--- src/rtl/swo_pkg.sv ---
// Shared types and constants for the sensor stability / offset detector.
// No dependencies; every other file refers to it by scoped names.
package swo_pkg;

  localparam int unsigned SAMPLE_W   = 16;
  localparam int unsigned TOL_W      = 16;
  localparam int unsigned DEC_W      = 8;
  localparam int unsigned CFG_DATA_W = 16;
  localparam int unsigned CFG_IDX_W  = 1;

  localparam logic [CFG_IDX_W-1:0] REG_TOLERANCE  = 1'd0;
  localparam logic [CFG_IDX_W-1:0] REG_DECIMATION = 1'd1;

  localparam logic [TOL_W-1:0] TOL_RESET = 16'd10;
  localparam logic [DEC_W-1:0] DEC_RESET = 8'd10;

  typedef logic signed [SAMPLE_W-1:0] sample_t;
  typedef logic [SAMPLE_W-1:0]        spread_t;

  typedef enum logic [2:0] {
    S_IDLE,
    S_UPDATE,
    S_SCAN,
    S_SETTLE,
    S_MULT,
    S_EMIT
  } state_t;

  typedef struct packed {
    logic first;
    logic feed;
  } scan_ctrl_t;

endpackage

--- src/rtl/swo_if.sv ---
// Valid/ready channel interfaces for sample input and result output.
// Depends on swo_pkg for payload types.
interface swo_in_if;
  logic             valid;
  logic             ready;
  swo_pkg::sample_t sample;

  modport source (output valid, output sample, input ready);
  modport sink   (input valid, input sample, output ready);
endinterface

interface swo_out_if;
  logic             valid;
  logic             ready;
  logic             taken;
  logic             stable;
  swo_pkg::sample_t offset;
  swo_pkg::spread_t spread;

  modport source (output valid, output taken, output stable, output offset, output spread,
                  input ready);
  modport sink   (input valid, input taken, input stable, input offset, input spread,
                  output ready);
endinterface

--- src/rtl/sensor_stability_offset_detector.sv ---
// Sensor stability / offset detector. Takes one signed sample per transfer and
// returns one result per sample. A sample that is not stored goes from IDLE
// straight to EMIT; a stored sample passes UPDATE, SETTLE and MULT before EMIT,
// with SCAN after UPDATE when it overwrites the entry that holds the window
// max or min, since the window memory is then rescanned one entry per cycle
// through its single read port. Output stalls hold an item in EMIT.
// in_ch.ready is high only between items. Mean is sum / WINDOW_DEPTH toward zero.
module sensor_stability_offset_detector #(
  parameter int unsigned WINDOW_DEPTH = 80
) (
  input  logic                                clk,
  input  logic                                rst_n,
  swo_in_if.sink                              in_ch,
  swo_out_if.source                           out_ch,
  input  logic                                cfg_we,
  input  logic [swo_pkg::CFG_IDX_W-1:0]       cfg_index,
  input  logic [swo_pkg::CFG_DATA_W-1:0]      cfg_data
);

  localparam int unsigned DEPTH  = WINDOW_DEPTH;
  localparam int unsigned IDX_W  = $clog2(DEPTH);
  localparam int unsigned FILL_W = $clog2(DEPTH + 2);
  localparam int unsigned CNT_W  = $clog2(DEPTH + 1);
  localparam int unsigned SUM_W  = swo_pkg::SAMPLE_W + $clog2(DEPTH);
  localparam int unsigned DW     = swo_pkg::SAMPLE_W + 1;

  localparam logic [FILL_W-1:0] FULL_C   = FILL_W'(DEPTH);
  localparam logic [FILL_W-1:0] FILL_MAX = FILL_W'(DEPTH + 1);
  localparam logic [IDX_W-1:0]  LAST_IDX = IDX_W'(DEPTH - 1);
  localparam logic [CNT_W-1:0]  SCAN_END = CNT_W'(DEPTH);

  swo_pkg::state_t state_r, state_nxt;

  logic [swo_pkg::TOL_W-1:0] tol_r;
  logic [swo_pkg::DEC_W-1:0] dec_r;
  logic [swo_pkg::DEC_W-1:0] skip_r, skip_nxt;
  logic [IDX_W-1:0]  wr_idx_r, wr_idx_nxt, cur_w_r, cur_w_nxt;
  logic [IDX_W-1:0]  max_idx_r, max_idx_nxt, min_idx_r, min_idx_nxt;
  swo_pkg::sample_t  max_val_r, max_val_nxt, min_val_r, min_val_nxt;
  logic [FILL_W-1:0] fill_r, fill_nxt;
  logic signed [SUM_W-1:0] sum_r, sum_nxt;
  logic [CNT_W-1:0]  cnt_r, cnt_nxt;
  swo_pkg::sample_t  sample_r, sample_nxt;
  logic taken_r, taken_nxt, was_full_r, was_full_nxt;
  logic rs_max_r, rs_max_nxt, rs_min_r, rs_min_nxt;
  logic stable_r, stable_nxt;

  logic             out_valid_r;
  logic             out_taken_r, out_stable_r;
  swo_pkg::sample_t out_offset_r;
  swo_pkg::spread_t out_spread_r;

  logic                in_ready, in_xfer, mem_we, out_load, take, full;
  swo_pkg::scan_ctrl_t scan_ctrl;
  logic [IDX_W-1:0]    rd_addr, scan_idx;
  swo_pkg::sample_t    rdata, offset;
  logic [IDX_W-1:0]    sc_max_idx, sc_min_idx;
  swo_pkg::sample_t    sc_max_val, sc_min_val, mx, mn;
  logic [DW-1:0]       diff_fin, diff_cur;
  logic [swo_pkg::DEC_W:0] period;

  assign in_xfer  = in_ch.valid && in_ready;
  assign period   = (dec_r == '0) ? (swo_pkg::DEC_W+1)'(1) : {1'b0, dec_r};
  assign take     = ({1'b0, skip_r} + (swo_pkg::DEC_W+1)'(1)) >= period;
  assign full     = fill_r >= FULL_C;
  assign scan_idx = IDX_W'(cnt_r - CNT_W'(1));
  assign rd_addr  = ((state_r == swo_pkg::S_SCAN) && (cnt_r < SCAN_END)) ?
                    cnt_r[IDX_W-1:0] : wr_idx_r;

  swo_window_mem #(.DEPTH(DEPTH), .IDX_W(IDX_W)) u_mem (
    .clk   (clk),
    .we    (mem_we),
    .waddr (cur_w_r),
    .wdata (sample_r),
    .raddr (rd_addr),
    .rdata (rdata)
  );

  swo_scan #(.DEPTH(DEPTH), .IDX_W(IDX_W)) u_scan (
    .clk       (clk),
    .ctrl      (scan_ctrl),
    .idx_i     (scan_idx),
    .nxt_i     (cur_w_r),
    .val_i     (rdata),
    .max_idx_o (sc_max_idx),
    .max_val_o (sc_max_val),
    .min_idx_o (sc_min_idx),
    .min_val_o (sc_min_val)
  );

  swo_mean #(.DEPTH(DEPTH), .SUM_W(SUM_W)) u_mean (
    .clk      (clk),
    .rst_n    (rst_n),
    .sum_i    (sum_r),
    .offset_o (offset)
  );

  // next state
  always_comb begin
    state_nxt = state_r;
    case (state_r)
      swo_pkg::S_IDLE: begin
        if (in_ch.valid) begin
          state_nxt = take ? swo_pkg::S_UPDATE : swo_pkg::S_EMIT;
        end
      end
      swo_pkg::S_UPDATE: begin
        state_nxt = (rs_max_nxt || rs_min_nxt) ? swo_pkg::S_SCAN : swo_pkg::S_SETTLE;
      end
      swo_pkg::S_SCAN: begin
        if (cnt_r == SCAN_END) begin
          state_nxt = swo_pkg::S_SETTLE;
        end
      end
      swo_pkg::S_SETTLE: state_nxt = swo_pkg::S_MULT;
      swo_pkg::S_MULT:   state_nxt = swo_pkg::S_EMIT;
      swo_pkg::S_EMIT: begin
        if (!out_valid_r || out_ch.ready) begin
          state_nxt = swo_pkg::S_IDLE;
        end
      end
      default: state_nxt = swo_pkg::S_IDLE;
    endcase
  end

  // control outputs
  always_comb begin
    in_ready        = 1'b0;
    mem_we          = 1'b0;
    out_load        = 1'b0;
    scan_ctrl.first = 1'b0;
    scan_ctrl.feed  = 1'b0;
    case (state_r)
      swo_pkg::S_IDLE:   in_ready = 1'b1;
      swo_pkg::S_UPDATE: mem_we   = 1'b1;
      swo_pkg::S_SCAN: begin
        scan_ctrl.first = (cnt_r == CNT_W'(1));
        scan_ctrl.feed  = (cnt_r != '0);
      end
      swo_pkg::S_EMIT:   out_load = !out_valid_r || out_ch.ready;
      default: ;
    endcase
  end

  assign mx       = rs_max_r ? sc_max_val : max_val_r;
  assign mn       = rs_min_r ? sc_min_val : min_val_r;
  assign diff_fin = DW'(mx) - DW'(mn);
  assign diff_cur = DW'(max_val_r) - DW'(min_val_r);

  // datapath
  always_comb begin
    skip_nxt     = skip_r;
    wr_idx_nxt   = wr_idx_r;
    cur_w_nxt    = cur_w_r;
    max_idx_nxt  = max_idx_r;
    min_idx_nxt  = min_idx_r;
    max_val_nxt  = max_val_r;
    min_val_nxt  = min_val_r;
    fill_nxt     = fill_r;
    sum_nxt      = sum_r;
    cnt_nxt      = '0;
    sample_nxt   = sample_r;
    taken_nxt    = taken_r;
    was_full_nxt = was_full_r;
    rs_max_nxt   = 1'b0;
    rs_min_nxt   = 1'b0;
    stable_nxt   = stable_r;
    case (state_r)
      swo_pkg::S_IDLE: begin
        if (in_xfer) begin
          sample_nxt = in_ch.sample;
          taken_nxt  = take;
          skip_nxt   = take ? '0 : skip_r + swo_pkg::DEC_W'(1);
          cur_w_nxt  = wr_idx_r;
        end
      end
      swo_pkg::S_UPDATE: begin
        was_full_nxt = full;
        stable_nxt   = 1'b0;
        sum_nxt      = sum_r - (full ? SUM_W'(rdata) : '0) + SUM_W'(sample_r);
        if (!full) begin
          if (cur_w_r == max_idx_r || max_val_r < sample_r) begin
            max_idx_nxt = cur_w_r;
            max_val_nxt = sample_r;
          end
          if (cur_w_r == min_idx_r || min_val_r > sample_r) begin
            min_idx_nxt = cur_w_r;
            min_val_nxt = sample_r;
          end
        end else begin
          if (cur_w_r == max_idx_r) begin
            rs_max_nxt = 1'b1;
          end else if (max_val_r <= sample_r) begin
            max_idx_nxt = cur_w_r;
            max_val_nxt = sample_r;
          end
          if (cur_w_r == min_idx_r) begin
            rs_min_nxt = 1'b1;
          end else if (min_val_r >= sample_r) begin
            min_idx_nxt = cur_w_r;
            min_val_nxt = sample_r;
          end
        end
        if (fill_r < FILL_MAX) begin
          fill_nxt = fill_r + FILL_W'(1);
        end
        wr_idx_nxt = (cur_w_r == LAST_IDX) ? '0 : cur_w_r + IDX_W'(1);
      end
      swo_pkg::S_SCAN: begin
        rs_max_nxt = rs_max_r;
        rs_min_nxt = rs_min_r;
        cnt_nxt    = cnt_r + CNT_W'(1);
      end
      swo_pkg::S_SETTLE: begin
        if (rs_max_r) begin
          max_idx_nxt = sc_max_idx;
          max_val_nxt = sc_max_val;
        end
        if (rs_min_r) begin
          min_idx_nxt = sc_min_idx;
          min_val_nxt = sc_min_val;
        end
        stable_nxt = was_full_r && !diff_fin[DW-1] &&
                     (diff_fin[swo_pkg::SAMPLE_W-1:0] < tol_r);
      end
      default: ;
    endcase
  end

  always_ff @(posedge clk) begin
    if (!rst_n) begin
      state_r   <= swo_pkg::S_IDLE;
      tol_r     <= swo_pkg::TOL_RESET;
      dec_r     <= swo_pkg::DEC_RESET;
      skip_r    <= '0;
      wr_idx_r  <= '0;
      fill_r    <= '0;
      max_idx_r <= '0;
      min_idx_r <= '0;
      sum_r     <= '0;
      stable_r  <= 1'b0;
      rs_max_r  <= 1'b0;
      rs_min_r  <= 1'b0;
      cnt_r     <= '0;
      out_valid_r <= 1'b0;
    end else begin
      state_r   <= state_nxt;
      skip_r    <= skip_nxt;
      wr_idx_r  <= wr_idx_nxt;
      fill_r    <= fill_nxt;
      max_idx_r <= max_idx_nxt;
      min_idx_r <= min_idx_nxt;
      sum_r     <= sum_nxt;
      stable_r  <= stable_nxt;
      rs_max_r  <= rs_max_nxt;
      rs_min_r  <= rs_min_nxt;
      cnt_r     <= cnt_nxt;
      if (cfg_we) begin
        case (cfg_index)
          swo_pkg::REG_TOLERANCE:  tol_r <= cfg_data[swo_pkg::TOL_W-1:0];
          swo_pkg::REG_DECIMATION: dec_r <= cfg_data[swo_pkg::DEC_W-1:0];
          default: ;
        endcase
      end
      if (out_load) begin
        out_valid_r <= 1'b1;
      end else if (out_ch.ready) begin
        out_valid_r <= 1'b0;
      end
    end
  end

  always_ff @(posedge clk) begin
    cur_w_r     <= cur_w_nxt;
    max_val_r   <= max_val_nxt;
    min_val_r   <= min_val_nxt;
    sample_r    <= sample_nxt;
    taken_r     <= taken_nxt;
    was_full_r  <= was_full_nxt;
    if (out_load) begin
      out_taken_r  <= taken_r;
      out_stable_r <= stable_r;
      out_offset_r <= offset;
      out_spread_r <= (fill_r != '0) ? diff_cur[swo_pkg::SAMPLE_W-1:0] : '0;
    end
  end

  assign in_ch.ready   = in_ready;
  assign out_ch.valid  = out_valid_r;
  assign out_ch.taken  = out_taken_r;
  assign out_ch.stable = out_stable_r;
  assign out_ch.offset = out_offset_r;
  assign out_ch.spread = out_spread_r;

  a_fill_bound: assert property (@(posedge clk) disable iff (!rst_n)
    fill_r <= FILL_MAX) else $error("fill count past saturation");

  a_wr_idx_range: assert property (@(posedge clk) disable iff (!rst_n)
    wr_idx_r <= LAST_IDX) else $error("write index outside window");

  a_busy_after_accept: assert property (@(posedge clk) disable iff (!rst_n)
    in_xfer |=> !in_ch.ready) else $error("ready while an item is in work");

  a_stable_needs_full: assert property (@(posedge clk) disable iff (!rst_n)
    stable_r |-> fill_r == FILL_MAX) else $error("stable before window filled");

  a_empty_spread: assert property (@(posedge clk) disable iff (!rst_n)
    (out_valid_r && fill_r == '0) |-> out_spread_r == '0)
    else $error("nonzero spread with empty window");

endmodule

--- src/rtl/swo_window_mem.sv ---
// Circular sample window: one write port, one registered read port.
// Depends on swo_pkg for the sample type.
module swo_window_mem #(
  parameter int unsigned DEPTH = 80,
  parameter int unsigned IDX_W = $clog2(DEPTH)
) (
  input  logic             clk,
  input  logic             we,
  input  logic [IDX_W-1:0] waddr,
  input  swo_pkg::sample_t wdata,
  input  logic [IDX_W-1:0] raddr,
  output swo_pkg::sample_t rdata
);

  swo_pkg::sample_t mem [DEPTH];

  always_ff @(posedge clk) begin
    if (we) begin
      mem[waddr] <= wdata;
    end
  end

  always_ff @(posedge clk) begin
    rdata <= mem[raddr];
  end

endmodule

--- src/rtl/swo_scan.sv ---
// Extremum scan unit: takes one window entry per cycle and tracks max and min
// positions; ties go to the equal entry overwritten later. Depends on swo_pkg.
module swo_scan #(
  parameter int unsigned DEPTH = 80,
  parameter int unsigned IDX_W = $clog2(DEPTH)
) (
  input  logic                clk,
  input  swo_pkg::scan_ctrl_t ctrl,
  input  logic [IDX_W-1:0]    idx_i,
  input  logic [IDX_W-1:0]    nxt_i,
  input  swo_pkg::sample_t    val_i,
  output logic [IDX_W-1:0]    max_idx_o,
  output swo_pkg::sample_t    max_val_o,
  output logic [IDX_W-1:0]    min_idx_o,
  output swo_pkg::sample_t    min_val_o
);

  localparam logic [IDX_W:0] HALF = (IDX_W+1)'(DEPTH / 2);

  logic [IDX_W-1:0] max_idx_r, max_idx_nxt, min_idx_r, min_idx_nxt;
  swo_pkg::sample_t max_val_r, max_val_nxt, min_val_r, min_val_nxt;
  logic [IDX_W:0]   i_w, n_w;
  logic             sooner;

  assign i_w    = {1'b0, idx_i};
  assign n_w    = {1'b0, nxt_i};
  assign sooner = ((i_w > n_w) && (i_w <= n_w + HALF)) || (i_w + HALF < n_w);

  always_comb begin
    max_idx_nxt = max_idx_r;
    max_val_nxt = max_val_r;
    min_idx_nxt = min_idx_r;
    min_val_nxt = min_val_r;
    if (ctrl.first) begin
      max_idx_nxt = idx_i;
      max_val_nxt = val_i;
      min_idx_nxt = idx_i;
      min_val_nxt = val_i;
    end else if (ctrl.feed) begin
      if ((val_i > max_val_r) || ((val_i == max_val_r) && !sooner)) begin
        max_idx_nxt = idx_i;
        max_val_nxt = val_i;
      end
      if ((val_i < min_val_r) || ((val_i == min_val_r) && !sooner)) begin
        min_idx_nxt = idx_i;
        min_val_nxt = val_i;
      end
    end
  end

  always_ff @(posedge clk) begin
    max_idx_r <= max_idx_nxt;
    max_val_r <= max_val_nxt;
    min_idx_r <= min_idx_nxt;
    min_val_r <= min_val_nxt;
  end

  assign max_idx_o = max_idx_r;
  assign max_val_o = max_val_r;
  assign min_idx_o = min_idx_r;
  assign min_val_o = min_val_r;

endmodule

--- src/rtl/swo_mean.sv ---
// Window mean: sum / DEPTH truncated toward zero, by reciprocal multiply on
// the magnitude. Two register stages, mag_r then prod_r, lie between sum and result.
module swo_mean #(
  parameter int unsigned DEPTH = 80,
  parameter int unsigned SUM_W = swo_pkg::SAMPLE_W + $clog2(DEPTH)
) (
  input  logic                    clk,
  input  logic                    rst_n,
  input  logic signed [SUM_W-1:0] sum_i,
  output swo_pkg::sample_t        offset_o
);

  localparam int unsigned SHIFT  = SUM_W + $clog2(DEPTH);
  localparam int unsigned MUL_W  = SUM_W + 2;
  localparam int unsigned PROD_W = SUM_W + MUL_W;
  localparam int unsigned Q_W    = swo_pkg::SAMPLE_W + 1;
  localparam longint unsigned RECIP = ((64'd1 << SHIFT) + DEPTH - 1) / DEPTH;
  localparam logic [MUL_W-1:0] RECIP_C = RECIP[MUL_W-1:0];

  logic [SUM_W-1:0]  mag_r, mag_nxt;
  logic              neg_r, neg2_r;
  logic [PROD_W-1:0] prod_r;
  logic [Q_W-1:0]    quot, res;

  assign mag_nxt = sum_i[SUM_W-1] ? SUM_W'(-sum_i) : SUM_W'(sum_i);

  always_ff @(posedge clk) begin
    if (!rst_n) begin
      mag_r  <= '0;
      neg_r  <= 1'b0;
      prod_r <= '0;
      neg2_r <= 1'b0;
    end else begin
      mag_r  <= mag_nxt;
      neg_r  <= sum_i[SUM_W-1];
      prod_r <= PROD_W'(mag_r) * PROD_W'(RECIP_C);
      neg2_r <= neg_r;
    end
  end

  assign quot     = prod_r[SHIFT+Q_W-1:SHIFT];
  assign res      = neg2_r ? Q_W'(-quot) : quot;
  assign offset_o = res[swo_pkg::SAMPLE_W-1:0];

endmodule

--- src/flat_wrapper.sv ---
// flat-port wrapper written by rule: the top's interface ports become plain ports
module sensor_stability_offset_detector_flat 
#(
  parameter int unsigned WINDOW_DEPTH = 80
)
  (clk, rst_n, cfg_we, cfg_index, cfg_data, in_ch_valid, in_ch_sample, in_ch_ready, out_ch_valid, out_ch_taken, out_ch_stable, out_ch_offset, out_ch_spread, out_ch_ready);
  swo_in_if in_ch_i ();
  swo_out_if out_ch_i ();
  input  logic clk;
  input  logic rst_n;
  input  logic cfg_we;
  input  logic [swo_pkg::CFG_IDX_W-1:0] cfg_index;
  input  logic [swo_pkg::CFG_DATA_W-1:0] cfg_data;
  input wire logic [$bits(in_ch_i.valid)-1:0] in_ch_valid;
  input wire logic [$bits(in_ch_i.sample)-1:0] in_ch_sample;
  output wire logic [$bits(in_ch_i.ready)-1:0] in_ch_ready;
  output wire logic [$bits(out_ch_i.valid)-1:0] out_ch_valid;
  output wire logic [$bits(out_ch_i.taken)-1:0] out_ch_taken;
  output wire logic [$bits(out_ch_i.stable)-1:0] out_ch_stable;
  output wire logic [$bits(out_ch_i.offset)-1:0] out_ch_offset;
  output wire logic [$bits(out_ch_i.spread)-1:0] out_ch_spread;
  input wire logic [$bits(out_ch_i.ready)-1:0] out_ch_ready;
  assign in_ch_i.valid = in_ch_valid;
  assign in_ch_i.sample = in_ch_sample;
  assign in_ch_ready = in_ch_i.ready;
  assign out_ch_valid = out_ch_i.valid;
  assign out_ch_taken = out_ch_i.taken;
  assign out_ch_stable = out_ch_i.stable;
  assign out_ch_offset = out_ch_i.offset;
  assign out_ch_spread = out_ch_i.spread;
  assign out_ch_i.ready = out_ch_ready;
  sensor_stability_offset_detector #(.WINDOW_DEPTH(WINDOW_DEPTH)) u_core (.clk(clk), .rst_n(rst_n), .in_ch(in_ch_i), .out_ch(out_ch_i), .cfg_we(cfg_we), .cfg_index(cfg_index), .cfg_data(cfg_data));
endmodule
--- config.mk ---
export PLATFORM = sky130hd
export DESIGN_NAME = sensor_stability_offset_detector_flat
export DESIGN_NICKNAME = d
export VERILOG_FILES = /design/src/rtl/swo_pkg.sv /design/src/rtl/swo_if.sv /design/src/rtl/sensor_stability_offset_detector.sv /design/src/rtl/swo_window_mem.sv /design/src/rtl/swo_scan.sv /design/src/rtl/swo_mean.sv /design/src/flat_wrapper.sv
export SDC_FILE = /design/constraint.sdc
export NUM_CORES = 2
export LEC_CHECK = 0
export BUFFER_PORTS_ARGS = -buffer_cell sky130_fd_sc_hd__buf_2
export CORE_UTILIZATION = 55
export CTS_CLUSTER_DIAMETER = 100
export DETAILED_ROUTE_END_ITERATION = 6
export GPL_TIMING_DRIVEN = 0
export PLACE_DENSITY = 0.74
export SLEW_MARGIN = 25
export SYNTH_ARGS = -nofsm -noshare
export SYNTH_HDL_FRONTEND = slang
export SYNTH_SLANG_ARGS = --single-unit
export TNS_END_PERCENT = 30
--- constraint.sdc ---
create_clock -name clk -period 11.1 [get_ports clk]
set_input_delay 2.22 -clock clk [delete_from_list [all_inputs] [get_ports clk]]
set_output_delay 2.22 -clock clk [all_outputs]
set_load 0.01 [all_outputs]
==> flow_summary_export.csv <==
group,metric,value,unit
outcome,status,"finished clean",
global_route,antenna_found_initial,5,
global_route,grt_first_pass_wirelength,284000,µm
layout,final_layout_size_suffix_gt1_share,17.4,%
floorplan,die_w,369,µm
yosys,synth.distinct_cells,73,
yosys,netlist_area,0.0740,mm²
worst_setup_path,endpoint_kind,"flop",
layout,final_common_cell,"edfxtp_1",
yosys,synth_area_leaders,"edfxtp_1 (57%), mux4_2 (8.8%), ha_1 (6.3%)",
place,gp_congestion,0.939,
clocking,root_buffer,"clkbuf_16",
place,hpwlAfterDp,140000,µm
yosys,synth_edf_count,1417,
worst_setup_path,path_common_cell,"fa_1",
timing,final_max_slew_viol_count,0,
routing,vias,44500,
clocking,post_cts.repair.setup_buffers,0,
floorplan,row_count,134,
clocking,ctsLongestPathBuffers,3,
floorplan,pin_count,74,
timing,setup_viol,0,
routing,drcViolationCount,0,
clocking,cts_tree,"yes",
yosys,syn_avg_cell_area,15.1,µm²
global_route,grt_max_degree,32,
timing,final.setup.worst_slack,3780,ps
place,place_ws,3830,ps
worst_setup_path,worst-endpoint-required,11800,ps
clocking,cts_buffers,149,
routing,ant_nets,0,
yosys,ys_seq_area_share,61.6,%
layout,seq_area,0.0456,mm²
power,powerDensity,261,mW/mm²
timing,fin_crit,7320,ps
yosys,ys.flop_type,"edfxtp_1",
clocking,insertion_delay,790,ps
worst_setup_path,worstSetupStartpointType,"flop",
flow_run,drv_cap,0,
place,port_buffers,72,
worst_setup_path,path_class,"flop to flop",
layout,largest_registers,"u_core.u_mem.mem: 1280 flops, u_core.sum_r: 23 flops, u_core.u_mean.mag_r: 23 flops",
power,vdd_drop_max,0.000200,V
routing,drt-pass1-iter-count,7,
power,p_leak,31.0,nW
power,power.total,21.9,mW
timing,clock_skew,33.4,ps
place,place_area,0.0791,mm²
hold_path,hold_path.class,"flop to flop",
timing,fmax,0.137,GHz
worst_setup_path,cpMaxStageDelayCell,"a311oi_1",
layout,final_core_util,62.8,%
timing,timing.final.crit_share,65.9,%
clocking,ctsResizeCount,0,
layout,area_delta_synth_final,13.2,%
timing,final.setup.tns,0,ps
layout,finalInstanceArea,0.0838,mm²
layout,mostFrequentLayoutCells,"edfxtp_1 (1,417), inv_1 (439), nand2_1 (389)",
worst_setup_path,crit_chain,"inv_1, ha_1, inv_1, fa_1, inv_1, fa_1, fa_1, fa_1, fa_1, fa_1, inv_1, ha_1, nand2_1, nor4_1, a22oi_1, a311oi_1, o311ai_0, a21oi_1, o21ai_0, o21ai_0, mux2i_1",
clocking,cts.sinks,1571,
worst_setup_path,critical_path_arrival,8020,ps
floorplan,core,0.133,mm²
clocking,postCtsHoldBufs,0,
layout,nNetsFinal,5867,
global_route,grt_usage,28.5,%
timing,rsz0062_at_grt,"no",
global_route,overflow,0,
timing,slew_headroom,22.0,%
global_route,grt_pass1_vias,44000,
layout,n_fill_cell,9448,
worst_setup_path,critPathMaxStageDelay,690,ps
yosys,syn-instance-count,4912,
layout,largest_reg_flops,1280,
clocking,clkTransAtPathRegs,60,ps
yosys,yosysTopAreaCell,"edfxtp_1",
floorplan,die_h,369,µm
yosys,synth_top_cell_area_share,57.5,%
routing,wl,193000,µm
yosys,synth_nets,5487,
layout,largest-register,"u_core.u_mem.mem",
worst_setup_path,critical_path.max_fanout,8,
yosys,yosysWarnings,0,
floorplan,fp.dieArea,0.136,mm²
timing,hold_violations,0,
routing,dr.first_iter.drc_count,5831,
yosys,synth-seq-cells,1571,
clocking,cts_max_level,4,
layout,multiInputGateArea,0.0260,mm²
yosys,async_flop_share,0,%
timing,tightest_slew,1160,ps
floorplan,start_util,55.5,%
routing,wl_per_cell,26.9,µm
routing,vias_per_cell,6.20,
-- layer usage --
| metal | GRT usage [%] | up-vias | part of all wire, % |
|---|---|---|---|
| li1 | - | 19200 | - |
| met1 | 39.6 | 22400 | 39 |
| met2 | 44.6 | 2583 | 47 |
| met3 | 6.18 | 390 | 11 |
| met4 | 10.2 | 0 | 3.7 |
| met5 | 0 | - | 0 |
-- report_power, final --
group	switching (mW)	internal [mW]
Clock	2.21	2.77
Combinational	5.78	3.72
Sequential	0.335	7.06
-- cells in the mapped netlist (8+ instances only) --
cell type	instances
nor2b_1	62
o21ai_0	106
o21a_1	17
fa_1	167
inv_1	440
ha_1	370
a32oi_1	18
dfxtp_1	154
o22ai_1	20
buf_4	9
and2_1	71
mux2i_1	90
nor4_1	10
buf_1	20
a211oi_1	57
nand4_1	49
o31ai_1	13
o211ai_1	17
a21boi_0	35
a22oi_1	33
xor2_1	31
clkbuf_1	117
xnor2_1	92
nor2_1	185
buf_2	25
mux2_2	33
nand2_1	390
o21bai_1	11
mux4_2	288
nand2b_1	37
nor3_1	39
buf_6	23
a21oi_1	144
nor3b_1	8
a31oi_1	35
or3_1	13
a21o_1	44
edfxtp_1	1417
nand3_1	86
and3_1	45
-- per-stage QoR --
stage	hold slack [ps]	instances
after CTS	436	7182
after global placement	420	6752
final	434	7183
after floorplan	400	4912
after detailed placement	421	6909
after global routing	445	7182
-- critical path: cells and delay by family (launching register included) --
kind	cells	cell delay, ps
AND/OR/NAND/NOR	2	350
flip-flops	1	520
buffers and inverters	4	260
multiplexers	1	200
AO/OA/AOI/OAI	6	2130
adder cells (fa/ha/maj)	8	3760
-- logic make-up (layout without fill, tap and decap cells) --
kind of cell	after synthesis	in the layout	synth area share, %
multiplexers	413	413	10.5
flip-flops	1571	1571	61.6
AND/OR/NAND/NOR	1026	1026	6.61
buffers and inverters	640	1142	3.66
XOR/XNOR	123	123	1.46
AO/OA/AOI/OAI	602	602	5.33
other	0	1	0
adder cells (fa/ha/maj)	537	537	10.8
-- path summary, 6_finish.rpt --
path / from / to / cells after the start / slack (ps)
max: u_core.u_mean.mag_r[15] / u_core.u_mean.prod_r[44] / 21 / 3780
min: u_core.taken_r / u_core.out_ch.taken / 0 / 430
max reg2reg: u_core.u_mean.mag_r[15] / u_core.u_mean.prod_r[44] / 21 / 3780
min reg2reg: u_core.taken_r / u_core.out_ch.taken / 0 / 430
-- layout make-up --
| type | instances | area share [%] |
|---|---|---|
| tap | 1768 | 2.64 |
| sequential | 1571 | 54.4 |
| clock buffer | 196 | 4.87 |
| multi-input combinational | 2701 | 31.0 |
| clock inverter | 77 | 0.739 |
| inverter | 441 | 1.98 |
| antenna | 1 | 0.00299 |
| timing repair buffer | 229 | 3.08 |
| buffer | 199 | 1.26 |
Power figures use the tool's default switching activity.
